**src/rtl/core/phq_pkg.sv**
```systemverilog
package phq_pkg;

    localparam int SAMPLE_BITS   = 8;
    localparam int COUNT_BITS    = 32;
    localparam int MAX_QUANTILES = 16;

    localparam int NUM_BINS  = 1 << SAMPLE_BITS;
    localparam int RANK_BITS = $clog2(MAX_QUANTILES + 1);
    localparam int TOT_BITS  = COUNT_BITS + SAMPLE_BITS;
    localparam int PROD_BITS = COUNT_BITS + RANK_BITS;
    localparam int CUMN_BITS = TOT_BITS + RANK_BITS;
    localparam int MIN_ORDER = 2;

    localparam logic [COUNT_BITS-1:0] COUNT_MAX = '1;

    // APB register map
    localparam int CFG_ADDR_BITS = 3;
    localparam int CFG_DATA_BITS = 32;
    localparam int CFG_IDX_LSB   = 2;

    typedef logic cfg_idx_t;
    localparam cfg_idx_t REG_MAX_SAMPLE  = 1'b0;
    localparam cfg_idx_t REG_QUANT_ORDER = 1'b1;

    localparam int REQ_BITS = 2;
    typedef enum logic [REQ_BITS-1:0] {
        REQ_SAMPLE = 2'd0,
        REQ_READ   = 2'd1,
        REQ_QUANT  = 2'd2,
        REQ_CLEAR  = 2'd3
    } req_type_t;

    localparam logic RES_BIN   = 1'b0;
    localparam logic RES_QUANT = 1'b1;

    typedef struct packed {
        logic smp;      // pixel sample accepted
        logic clr;      // clear accepted
        logic start;    // bin read or quantile request accepted
        logic walk;     // issue a totaling read and advance the bin pointer
        logic q_init;   // set up the quantile search
        logic q_rd;     // read the bin under the pointer
        logic q_mul;    // scale the read count by the order
        logic q_add;    // add the scaled count to the running sum
        logic v_inc;    // advance the bin pointer
        logic q_emit;   // load one quantile result
        logic r_emit;   // load the bin readout result
    } phq_cmd_t;

    typedef struct packed {
        logic v_last;
        logic q_adv;
        logic k_last;
        logic out_busy;
    } phq_status_t;

    function automatic logic [COUNT_BITS-1:0] sat_count(input logic [TOT_BITS-1:0] v);
        logic [COUNT_BITS-1:0] r;
        if (|v[TOT_BITS-1:COUNT_BITS]) begin
            r = COUNT_MAX;
        end
        else begin
            r = v[COUNT_BITS-1:0];
        end
        return r;
    endfunction

    function automatic logic [RANK_BITS-1:0] clamp_order(input logic [RANK_BITS-1:0] o);
        logic [RANK_BITS-1:0] r;
        if (o < RANK_BITS'(MIN_ORDER)) begin
            r = RANK_BITS'(MIN_ORDER);
        end
        else if (o > RANK_BITS'(MAX_QUANTILES)) begin
            r = RANK_BITS'(MAX_QUANTILES);
        end
        else begin
            r = o;
        end
        return r;
    endfunction

endpackage

```
**src/rtl/core/phq_ctrl.sv**
```systemverilog
module phq_ctrl (
    input  logic                          clk,
    input  logic                          rst_n,
    input  logic                          in_valid,
    input  logic [phq_pkg::REQ_BITS-1:0]  in_type,
    output logic                          in_ready,
    input  phq_pkg::phq_status_t          status,
    output phq_pkg::phq_cmd_t             cmd
);
    import phq_pkg::*;

    typedef enum logic [8:0] {
        S_IDLE  = 9'b000000001,
        S_WALK  = 9'b000000010,
        S_WLAST = 9'b000000100,
        S_RFIN  = 9'b000001000,
        S_QINIT = 9'b000010000,
        S_QREAD = 9'b000100000,
        S_QDATA = 9'b001000000,
        S_QADD  = 9'b010000000,
        S_QTEST = 9'b100000000
    } state_t;

    state_t state_reg, state_next;
    logic   is_q_reg, is_q_next;

    always_ff @(posedge clk or negedge rst_n)
    begin
        if (!rst_n)
        begin
            state_reg <= S_IDLE;
            is_q_reg  <= 1'b0;
        end
        else
        begin
            state_reg <= state_next;
            is_q_reg  <= is_q_next;
        end
    end

    always_comb
    begin
        state_next = state_reg;
        is_q_next  = is_q_reg;
        cmd        = '0;
        in_ready   = 1'b0;
        unique case (state_reg)
            S_IDLE:
            begin
                in_ready = 1'b1;
                if (in_valid)
                begin
                    unique case (req_type_t'(in_type))
                        REQ_SAMPLE: cmd.smp = 1'b1;
                        REQ_CLEAR:  cmd.clr = 1'b1;
                        REQ_READ:
                        begin
                            cmd.start  = 1'b1;
                            is_q_next  = 1'b0;
                            state_next = S_WALK;
                        end
                        REQ_QUANT:
                        begin
                            cmd.start  = 1'b1;
                            is_q_next  = 1'b1;
                            state_next = S_WALK;
                        end
                        default: state_next = S_IDLE;
                    endcase
                end
            end
            S_WALK:
            begin
                cmd.walk = 1'b1;
                if (status.v_last)
                begin
                    state_next = S_WLAST;
                end
            end
            // last bin is still being summed
            S_WLAST: state_next = is_q_reg ? S_QINIT : S_RFIN;
            S_RFIN:
            begin
                if (!status.out_busy)
                begin
                    cmd.r_emit = 1'b1;
                    state_next = S_IDLE;
                end
            end
            S_QINIT:
            begin
                cmd.q_init = 1'b1;
                state_next = S_QREAD;
            end
            S_QREAD:
            begin
                cmd.q_rd   = 1'b1;
                state_next = S_QDATA;
            end
            S_QDATA:
            begin
                cmd.q_mul  = 1'b1;
                state_next = S_QADD;
            end
            S_QADD:
            begin
                cmd.q_add  = 1'b1;
                state_next = S_QTEST;
            end
            S_QTEST:
            begin
                if (status.q_adv)
                begin
                    cmd.v_inc  = 1'b1;
                    state_next = S_QREAD;
                end
                else if (!status.out_busy)
                begin
                    cmd.q_emit = 1'b1;
                    if (status.k_last)
                    begin
                        state_next = S_IDLE;
                    end
                end
            end
            default: state_next = S_IDLE;
        endcase
    end

endmodule

```
**config.mk**
```make
export PLATFORM = sky130hd
export DESIGN_NAME = phq_ctrl
export DESIGN_NICKNAME = d
export VERILOG_FILES = /design/src/rtl/core/phq_pkg.sv /design/src/rtl/core/phq_ctrl.sv
export SDC_FILE = /design/constraint.sdc
export NUM_CORES = 1
export LEC_CHECK = 0
export BUFFER_PORTS_ARGS = -buffer_cell sky130_fd_sc_hd__buf_4
export CELL_PAD_IN_SITES_DETAIL_PLACEMENT = 0
export CELL_PAD_IN_SITES_GLOBAL_PLACEMENT = 1
export CORE_MARGIN = 3
export CORE_UTILIZATION = 25
export CTS_CLUSTER_DIAMETER = 60
export DETAILED_ROUTE_END_ITERATION = 7
export GPL_TIMING_DRIVEN = 1
export PLACE_DENSITY = 0.56
export SYNTH_ARGS = -nofsm -noshare
export SYNTH_HDL_FRONTEND = slang
export SYNTH_SLANG_ARGS = --single-unit
```
**constraint.sdc**
```tcl
create_clock -name clk -period 2.5 [get_ports clk]
set_input_delay 0.25 -clock clk [delete_from_list [all_inputs] [get_ports clk]]
set_output_delay 0.25 -clock clk [all_outputs]
set_load 0.01 [all_outputs]
```
==> impl_metrics.csv, run 1 <==
group,metric,value,unit
synth,synth_edf_count,0,
synth,synthCells,78,
detailed_routing,drc,0,
clocking,cts_buffers,3,
finish,nFillCells,273,
finish,final_cells,132,
detailed_routing,vias,672,
min_path,holdCritPathClass,"input pin to register",
power_and_ir_drop,seqPwrFrac,34.6,%
sta,slew_violations,0,
place,io_buffers,20,
power_and_ir_drop,pwr-share-comb,44.7,%
synth,ys_types,32,
sta,clock_skew,0.000609,ns
global_route,antenna_found_initial,0,
power_and_ir_drop,p_switching,0.267,mW
clocking,cts.sinks,10,
power_and_ir_drop,power,0.715,mW
synth,synth.yosys.seq_area_share,35.3,%
worst_setup_path,required,2.25,ns
finish,regArea,253,um^2
floorplan,fp.coreArea,2590,um^2
finish,largest_reg_flops,9,
power_and_ir_drop,clkPwrFrac,20.7,%
finish,nNetsFinal,115,
sta,fmax,0.415,GHz
synth,synth_nets,90,
floorplan,initial_core_util,27.5,%
worst_setup_path,arrival,2.16,ns
global_route,grt-ovfl-total,0,
floorplan,die_h,59.4,um
clocking,root_buffer,"clkbuf_4",
place,routabilityCongestion,0.699,
power_and_ir_drop,power.leakage,0.495,nW
sta,hold_viol,0,
floorplan,num_rows,18,
sta,worst-slew-pin-transition,0.431,ns
global_route,grt_pass1_vias,597,
detailed_routing,initialDrtViolationCount,10,
finish,layout-drive-gt1-share,36.3,%
worst_setup_path,crit_type,"register to output port",
sta,relSlewSlack,70.9,%
finish,diodes,0,
sta,finalCritPeriodShare,96.4,%
power_and_ir_drop,p_per_area,735,nW/um^2
synth,ys_seq_elements,10,
clocking,cts_buffer_depth,2,
place,placed_cells,125,
worst_setup_path,setup.worst_path.start_class,"register",
sta,setup_tns,0,ns
detailed_routing,final_antenna_net_count,0,
sta,hold_slack,0.262,ns
clocking,path_clk_slew,0.07,ns
place,place_hpwl,1390,um
global_route,grt_pass1_wl,2750,um
global_route,grt_max_degree,11,
detailed_routing,first_pass_iters,3,
power_and_ir_drop,vdd_drop_max,410,uV
worst_setup_path,crit_fanout,7,
status,status,"finished clean",
synth,synthFlopType,"dfrtp_1",
clocking,clkLatencyLatePin,0.27,ns
clocking,cts_tree,"built",
finish,area_growth,36.5,%
sta,finalSetupViolations,0,
synth,syn-cell-area,713,um^2
floorplan,ioPinCount,21,
floorplan,die_x,59.4,um
power_and_ir_drop,p_sw_share,37.3,%
global_route,grt.total_usage,10.4,%
sta,post-route-min-period,2.41,ns
clocking,htree_levels,1,
power_and_ir_drop,power.internal,0.448,mW
synth,ys_async_sr_fraction,100,%
floorplan,dieArea,3530,um^2
finish,multi_input_area,449,um^2
worst_setup_path,end_kind,"output port",
detailed_routing,wire_per_inst,13.4,um
detailed_routing,avgViaCountPerCell,5.09,
synth,synth_warnings,0,
detailed_routing,routed_wl,1770,um
synth,syn_area_per_cell,9.14,um^2
sta,rsz0062_at_grt,"false",
run,maxCapViolations,0,
==> cell usage in the layout (no fill, tap or decap), types with 2 or more instances in the layout <==
cell type,count
nor3b_1,2
xor2_1,2
clkbuf_4,3
nor2b_1,2
and3b_1,2
or4_4,3
buf_4,23
inv_1,4
ha_1,3
nand2_1,4
a211oi_1,2
nor4b_1,4
nor2_1,7
dfrtp_1,8
nor3_1,4
nand2b_1,3
and3_1,6
==> per-stage QoR <==
stage / cell area, um^2 / util (%) / worst slack, ns
after floorplan: 713 / - / 0.361
after global placement: 893 / 34.5 / 0.331
after detailed placement: 893 / 34.5 / 0.308
after CTS: 942 / 36.4 / 0.0236
after global routing: 973 / 37.6 / 0.00819
final: 973 / 37.6 / 0.0894
==> worst max-delay path: stages (launching register included) <==
cell and delay (ns):
dfrtp_2 0.45, or4_4 0.54, or4_4 0.49, nor2_4 0.14, and3_1 0.16, buf_4 0.11
==> synth_stat cells (all sizes together) (2+ instances only) <==
cell type  number  area (um^2)
dfrtp           9          225
nor2            8         30.0
and3            6         37.5
nor3            5         36.3
nor4b           5         43.8
clkbuf          4         15.0
inv             4         15.0
nand2           4         15.0
ha              3         37.5
nand2b          3         18.8
or4             3         30.0
a211oi          2         15.0
and3b           2         17.5
nor2b           2         12.5
nor3b           2         15.0
xor2            2         17.5
==> final cells by class <==
cell class / count / share of cell area, %
Tap cell: 30 / 3.86
Clock buffer: 4 / 3.73
Multi-Input combinational cell: 60 / 46.1
Sequential cell: 10 / 26.0
Inverter: 4 / 1.54
Timing Repair Buffer: 24 / 18.8
==> cell families after synthesis <==
| logic type | share of synthesized area (%) |
|---|---|
| AOI/OAI and AO/OA | 8.42 |
| muxes | 1.58 |
| and+or+nand+nor | 42.8 |
| buffers and inverters | 4.21 |
| xor gates and xnor gates | 2.46 |
| adders and majority gates | 5.26 |
| DFF | 35.3 |
==> timing repair <==
action | CTS | global route
cloned | 0 | 0
endpoints found under the setup margin | 1 | 3
endpoints found under the hold margin | 10 | 0
hold buffers | 1 | 0
setup buffers | 0 | 2
resized for setup | 1 | 4
==> worst paths after layout <==
path / start / to / slack, ns / cells after the start
setup / recovery: state_reg[6]$_DFFE_PN0P_ / cmd[10] / 0.09 / 5
hold / removal: status[3] / state_reg[1]$_DFFE_PN0P_ / 0.26 / 3
setup reg to reg: state_reg[6]$_DFFE_PN0P_ / is_q_reg$_DFFE_PN0P_ / 0.35 / 4
hold reg to reg: is_q_reg$_DFFE_PN0P_ / is_q_reg$_DFFE_PN0P_ / 0.54 / 1
max in group asynchronous: rst_n / state_reg[0]$_DFFE_PN1P_ / 1.93 / 2
min in group asynchronous: rst_n / state_reg[5]$_DFFE_PN0P_ / 0.35 / 2
==> routing by layer <==
layer | track usage, % | wire (um) | vias up
met2 | 16.2 | 835 | 17
met4 | 2.59 | 6 | 0
met5 | 0 | 0 | -
li1 | - | - | 338
met1 | 12.7 | 819 | 315
met3 | 5.23 | 112 | 2
==> power groups by stage <==
| stage | registers, mW | clock network, mW | logic, mW |
|---|---|---|---|
| 3_5_place_dp | 0.249 | 0 | 0.300 |
| 3_3_place_gp | 0.247 | 0 | 0.303 |
| 4_1_cts | 0.246 | 0.156 | 0.307 |
| 2_1_floorplan | 0.205 | 0 | 0.236 |
| 6_report | 0.247 | 0.148 | 0.320 |
| 5_1_grt | 0.256 | 0.165 | 0.355 |
(Power assumes the default switching activity.)
==> run 2: changes to the inputs <==
ABC_AREA = 1   (was not set)
PLACE_DENSITY = 0.58   (was 0.56)
==> impl_metrics.csv, run 2 <==
group,metric,value,unit
synth,synth_nets,141,
clocking,cts_tree,"built",
sta,setup_tns,0,ns
sta,finalSetupViolations,0,
finish,diodes,0,
worst_setup_path,cp_num_buf_inv,3,
floorplan,num_rows,20,
power_and_ir_drop,p_per_area,742,nW/um^2
synth,syn_area_per_cell,6.35,um^2
synth,synthFlopType,"dfrtp_1",
power_and_ir_drop,power.leakage,0.657,nW
worst_setup_path,end_kind,"output port",
sta,fmax,0.555,GHz
clocking,cts_buffer_depth,2,
detailed_routing,routed_wl,1880,um
worst_setup_path,cpMostUsedCell,"nor2_1",
finish,nNetsFinal,167,
synth,synth.most_common_cell,"nand2_1",
place,io_buffers,20,
min_path,holdCritPathClass,"input pin to register",
power_and_ir_drop,vdd_drop_max,209,uV
synth,ys_seq_elements,10,
finish,largest_reg_flops,9,
worst_setup_path,reg2reg_depth,10,
floorplan,die_h,63.3,um
worst_setup_path,r2r_slack,1.12,ns
finish,layout-drive-gt1-share,29.2,%
worst_setup_path,critical-path-top-delay-family,"flip-flops",
floorplan,fp.coreArea,3080,um^2
global_route,grt_max_degree,11,
global_route,grt.total_usage,10.7,%
sta,clock_skew,0.00272,ns
clocking,cts_buffers,3,
clocking,root_buffer,"clkbuf_4",
min_path,hold_depth,4,
finish,mostFrequentLayoutCells,"nand2_1, inv_1, nor2_1",
worst_setup_path,required,2.25,ns
synth,ys_async_sr_fraction,100,%
clocking,htree_levels,1,
sta,rsz0062_at_grt,"false",
synth,synth_top_area_cell,"dfrtp_1",
synth,synth_edf_count,0,
sta,slew_violations,0,
clocking,postCtsSetupBuffers,0,
sta,relSlewSlack,82.5,%
sta,worst-slew-pin-transition,0.261,ns
clocking,post_cts_resized,0,
detailed_routing,initialDrtViolationCount,21,
status,status,"finished clean",
clocking,clkLatencyLatePin,0.27,ns
synth,synth_top_area_share,27.5,%
floorplan,initial_core_util,26.6,%
floorplan,die_x,63.3,um
detailed_routing,drc,0,
place,routabilityCongestion,0.723,
sta,post-route-min-period,1.80,ns
worst_setup_path,cp_slowest_cell,"dfstp_2",
worst_setup_path,crit_type,"register to output port",
worst_setup_path,cp_cell_sequence,"inv_1 > nor2_1 > nand3_2 > inv_2 > nand2_1 > nor2_1 > buf_4",
synth,synthCells,129,
place,place_hpwl,1670,um
detailed_routing,vias,812,
clocking,cts.sinks,10,
worst_setup_path,cp_slowest_stage_delay,0.55,ns
global_route,antenna_found_initial,0,
detailed_routing,wire_per_inst,9.47,um
detailed_routing,final_antenna_net_count,0,
sta,hold_viol,0,
global_route,grt_pass1_vias,817,
global_route,grt-ovfl-total,0,
synth,synth_warnings,0,
floorplan,ioPinCount,21,
sta,finalCritPeriodShare,72.1,%
worst_setup_path,setup.worst_path.start_class,"register",
detailed_routing,first_pass_iters,4,
detailed_routing,avgViaCountPerCell,4.10,
synth,syn-cell-area,820,um^2
finish,mostFrequentLayoutCell,"nand2_1",
floorplan,dieArea,4000,um^2
worst_setup_path,crit_fanout,4,
worst_setup_path,path_depth,7,
synth,ys_types,20,
worst_setup_path,arrival,1.55,ns
synth,synthTopCellsByArea,"dfrtp_1, nand2_1, inv_1, nor2_1, nand3_1",
synth,synth.yosys.seq_area_share,30.7,%
sta,hold_slack,0.259,ns
finish,area_growth,30.7,%
run,maxCapViolations,0,
synth,synth_common_cells,"nand2_1, inv_1, nor2_1",
global_route,grt_pass1_wl,3410,um
clocking,path_clk_slew,0.06,ns
run 2: cell count changes after synthesis, moves of 5 or more:
cell and delta:
inv_1 +20, nand3_1 +12, nor2_1 +16, nand2_1 +22, nor2_2 +5, inv_2 +6
and3_1 -6, nor4b_1 -5
run 2: path summary, 6_finish.rpt:
check / startpoint / endpoint
min in group asynchronous: rst_n / state_reg[7]$_DFFE_PN0P_
max reg2reg: state_reg[0]$_DFFE_PN1P_ / state_reg[0]$_DFFE_PN1P_
max in group asynchronous: rst_n / state_reg[0]$_DFFE_PN1P_
min: in_valid / state_reg[0]$_DFFE_PN1P_
min reg2reg: is_q_reg$_DFFE_PN0P_ / state_reg[3]$_DFFE_PN0P_
max: state_reg[0]$_DFFE_PN1P_ / cmd[10]
run 2: where the power goes:
group / total, mW / switching (mW) / internal, mW
clock: 0.145 / 0.0568 / 0.0885
sequential: 0.231 / 0.0303 / 0.201
combinational: 0.419 / 0.260 / 0.159
total: 0.795 / 0.347 / 0.448
run 2: metal layers:
| metal | up-vias | share of wire (%) | global-route usage, % |
|---|---|---|---|
| met1 | 354 | 50 | 13.7 |
| li1 | 438 | - | - |
| met4 | 0 | 1.8 | 6.47 |
| met3 | 4 | 3.3 | 1.60 |
| met5 | - | 0 | 0 |
| met2 | 16 | 45 | 17.0 |
run 2: what timing repair did:
action	4_1_cts	5_1_grt
setup endpoints to repair	0	0
hold buffers	1	0
hold endpoints to repair	9	0
run 2: worst min-delay path: stages:
cell and delay, ns:
buf_4 0.09, a21oi_1 0.07, inv_1 0.05, nand2_1 0.06
run 2: cell families after synthesis:
family	after synthesis	synth area share (%)
compound gates	5	3.21
fa+ha+maj	3	4.58
simple gates	80	46.7
flops	10	30.7
buf+inv	31	14.8
run 2: cell type report:
cell class              count  area, um^2
flip-flops and latches     10         251
well taps                  44        55.1
clock buffers               4        36.3
inverters                  31         121
multi-input cells          88         447
fillers                   354        2010
repair buffers             21         160
run 2: metrics by stage:
step | power [mW] | cell area (um^2) | setup WS, ns | cells | util, %
6_report | 0.795 | 1070 | 0.699 | 198 | 34.8
5_1_grt | 0.884 | 1070 | 0.575 | 198 | 34.8
4_1_cts | 0.810 | 1070 | 0.685 | 198 | 34.8
3_5_place_dp | 0.661 | 1020 | 0.992 | 193 | 33.3
3_3_place_gp | 0.670 | 1020 | 0.996 | 193 | 33.3
2_1_floorplan | 0.534 | 820 | 1.10 | 129 | -
==> run 3: changes to the inputs <==
clock period = 1.8 ns   (was 2.5 ns; I/O delays follow)
==> impl_metrics.csv, run 3 (synthesis results as in run 2) <==
group,metric,value,unit
status,status,"finished clean",
worst_setup_path,arrival,1.53,ns
place,place_hpwl,1690,um
clocking,cts_buffers,3,
clocking,path_clk_slew,0.06,ns
sta,post-route-min-period,1.71,ns
finish,layout-drive-gt1-share,33.8,%
global_route,grt.busiest_layer,"met2",
global_route,grt.total_usage,10.8,%
sta,relSlewSlack,80.5,%
finish,mostFrequentLayoutCells,"nand2_1, buf_4, inv_1",
global_route,grt_max_degree,11,
sta,fmax,0.583,GHz
worst_setup_path,worstReg2RegStart,"state_reg[0]$_DFFE_PN1P_",
finish,largest_reg_flops,9,
worst_setup_path,crit_end,"cmd[10]",
floorplan,die_h,63.3,um
run,maxCapViolations,0,
power_and_ir_drop,power.leakage,0.689,nW
sta,rsz0062_at_grt,"true",
finish,final_cells,204,
floorplan,initial_core_util,26.6,%
clocking,cts.sinks,10,
detailed_routing,initialDrtViolationCount,25,
detailed_routing,first_pass_iters,4,
global_route,grt_pass1_vias,808,
clocking,htree_levels,1,
sta,clock_skew,0.00244,ns
worst_setup_path,reg2reg_depth,10,
detailed_routing,routed_wl,2030,um
detailed_routing,drc,0,
finish,diodes,0,
detailed_routing,avgViaCountPerCell,4.15,
global_route,grtUsageMet2,16.9,%
sta,worst-slew-pin-transition,0.290,ns
global_route,grt_pass1_wl,3420,um
floorplan,ioPinCount,21,
worst_setup_path,critPathLaunch,"state_reg[0]$_DFFE_PN1P_",
clocking,clkLatencyLatePin,0.27,ns
global_route,antenna_found_initial,0,
power_and_ir_drop,vdd_drop_max,454,uV
min_path,holdCritPathClass,"input pin to register",
worst_setup_path,r2r_slack,0.34,ns
detailed_routing,wire_per_inst,9.93,um
sta,hold_slack,0.181,ns
detailed_routing,vias,847,
sta,finalSetupViolations,0,
finish,nNetsFinal,173,
finish,area_growth,38.9,%
clocking,cts_buffer_depth,2,
global_route,grt-ovfl-total,0,
worst_setup_path,end_kind,"output port",
worst_setup_path,crit_fanout,3,
global_route,use_met3,1.43,%
floorplan,dieArea,4000,um^2
floorplan,fp.coreArea,3080,um^2
worst_setup_path,required,1.62,ns
power_and_ir_drop,power,1.21,mW
place,placed_cells,193,
clocking,root_buffer,"clkbuf_4",
worst_setup_path,r2r_end,"state_reg[1]$_DFFE_PN0P_",
worst_setup_path,setup.worst_path.start_class,"register",
detailed_routing,final_antenna_net_count,0,
sta,hold_viol,0,
floorplan,num_rows,20,
floorplan,die_x,63.3,um
place,routabilityCongestion,0.723,
clocking,cts_tree,"built",
global_route,met1_usage,14.1,%
worst_setup_path,crit_type,"register to output port",
place,io_buffers,20,
sta,slew_violations,0,
sta,finalCritPeriodShare,95.2,%
power_and_ir_drop,p_per_area,1060,nW/um^2
## run 3: cell count changes in the layout (fill, tap and decap cells not counted)
cell,change
nand3_4,+1
nor2_2,-1
dfrtp_1,-2
nor2_1,-1
dfrtp_2,+2
nor2_4,+2
nand3_2,-1
buf_4,+6
## run 3: critical path, cell delays in order (launching register included)
cell and delay (ns):
dfstp_2 0.56, inv_1 0.07, nor2_2 0.16, nand3_4 0.11, inv_2 0.08, nand2_1 0.06, nor2_1 0.09, buf_4 0.13
## run 3: final cells by class
| type | instances | area [um^2] |
|---|---|---|
| clock buffer | 4 | 36.3 |
| fill | 344 | 1940 |
| inverter | 31 | 121 |
| multi-input combinational | 88 | 467 |
| sequential | 10 | 254 |
| tap | 44 | 55.1 |
| timing repair buffer | 27 | 205 |
## run 3: per-stage QoR
| stage | TNS [ns] | cell area, um^2 | utilization (%) | worst slack [ns] |
|---|---|---|---|---|
| after floorplan | 0 | 820 | - | 0.465 |
| after global placement | 0 | 1020 | 33.3 | 0.366 |
| after detailed placement | 0 | 1020 | 33.3 | 0.362 |
| after CTS | 0 | 1070 | 34.8 | 0.0532 |
| after global routing | -0.0594 | 1140 | 37.0 | -0.0306 |
| final | 0 | 1140 | 37.0 | 0.0860 |
## run 3: timing repair
item | 4_1_cts | 5_1_grt
hold buffers | 1 | 0
setup buffers | 0 | 6
setup endpoints to repair | 0 | 3
gates resized for setup | 0 | 6
hold endpoints to repair | 10 | 0
## run 3: layer usage
metal / wire length (um) / vias to the layer above / part of all wire, %
li1: - / 454 / -
met1: 959 / 373 / 47
met2: 964 / 16 / 48
met3: 66 / 4 / 3.3
met4: 34 / 0 / 1.7
met5: 0 / - / 0
## run 3: how the worst min path moves through the flow
| stage | start | endpoint | cells past startpoint |
|---|---|---|---|
| 2_1_floorplan | rst_n | is_q_reg$_DFFE_PN0P_ | 0 |
| 3_3_place_gp | rst_n | state_reg[7]$_DFFE_PN0P_ | 1 |
| 3_5_place_dp | rst_n | state_reg[7]$_DFFE_PN0P_ | 1 |
| 4_1_cts | in_valid | state_reg[0]$_DFFE_PN1P_ | 4 |
| 5_1_grt | in_valid | state_reg[0]$_DFFE_PN1P_ | 4 |
| 6_report | in_valid | state_reg[0]$_DFFE_PN1P_ | 4 |
## run 3: power breakdown
| group | internal [mW] | total, mW | switching, mW |
|---|---|---|---|
| Clock | 0.123 | 0.203 | 0.0803 |
| Sequential | 0.280 | 0.332 | 0.0513 |
| Combinational | 0.285 | 0.676 | 0.392 |
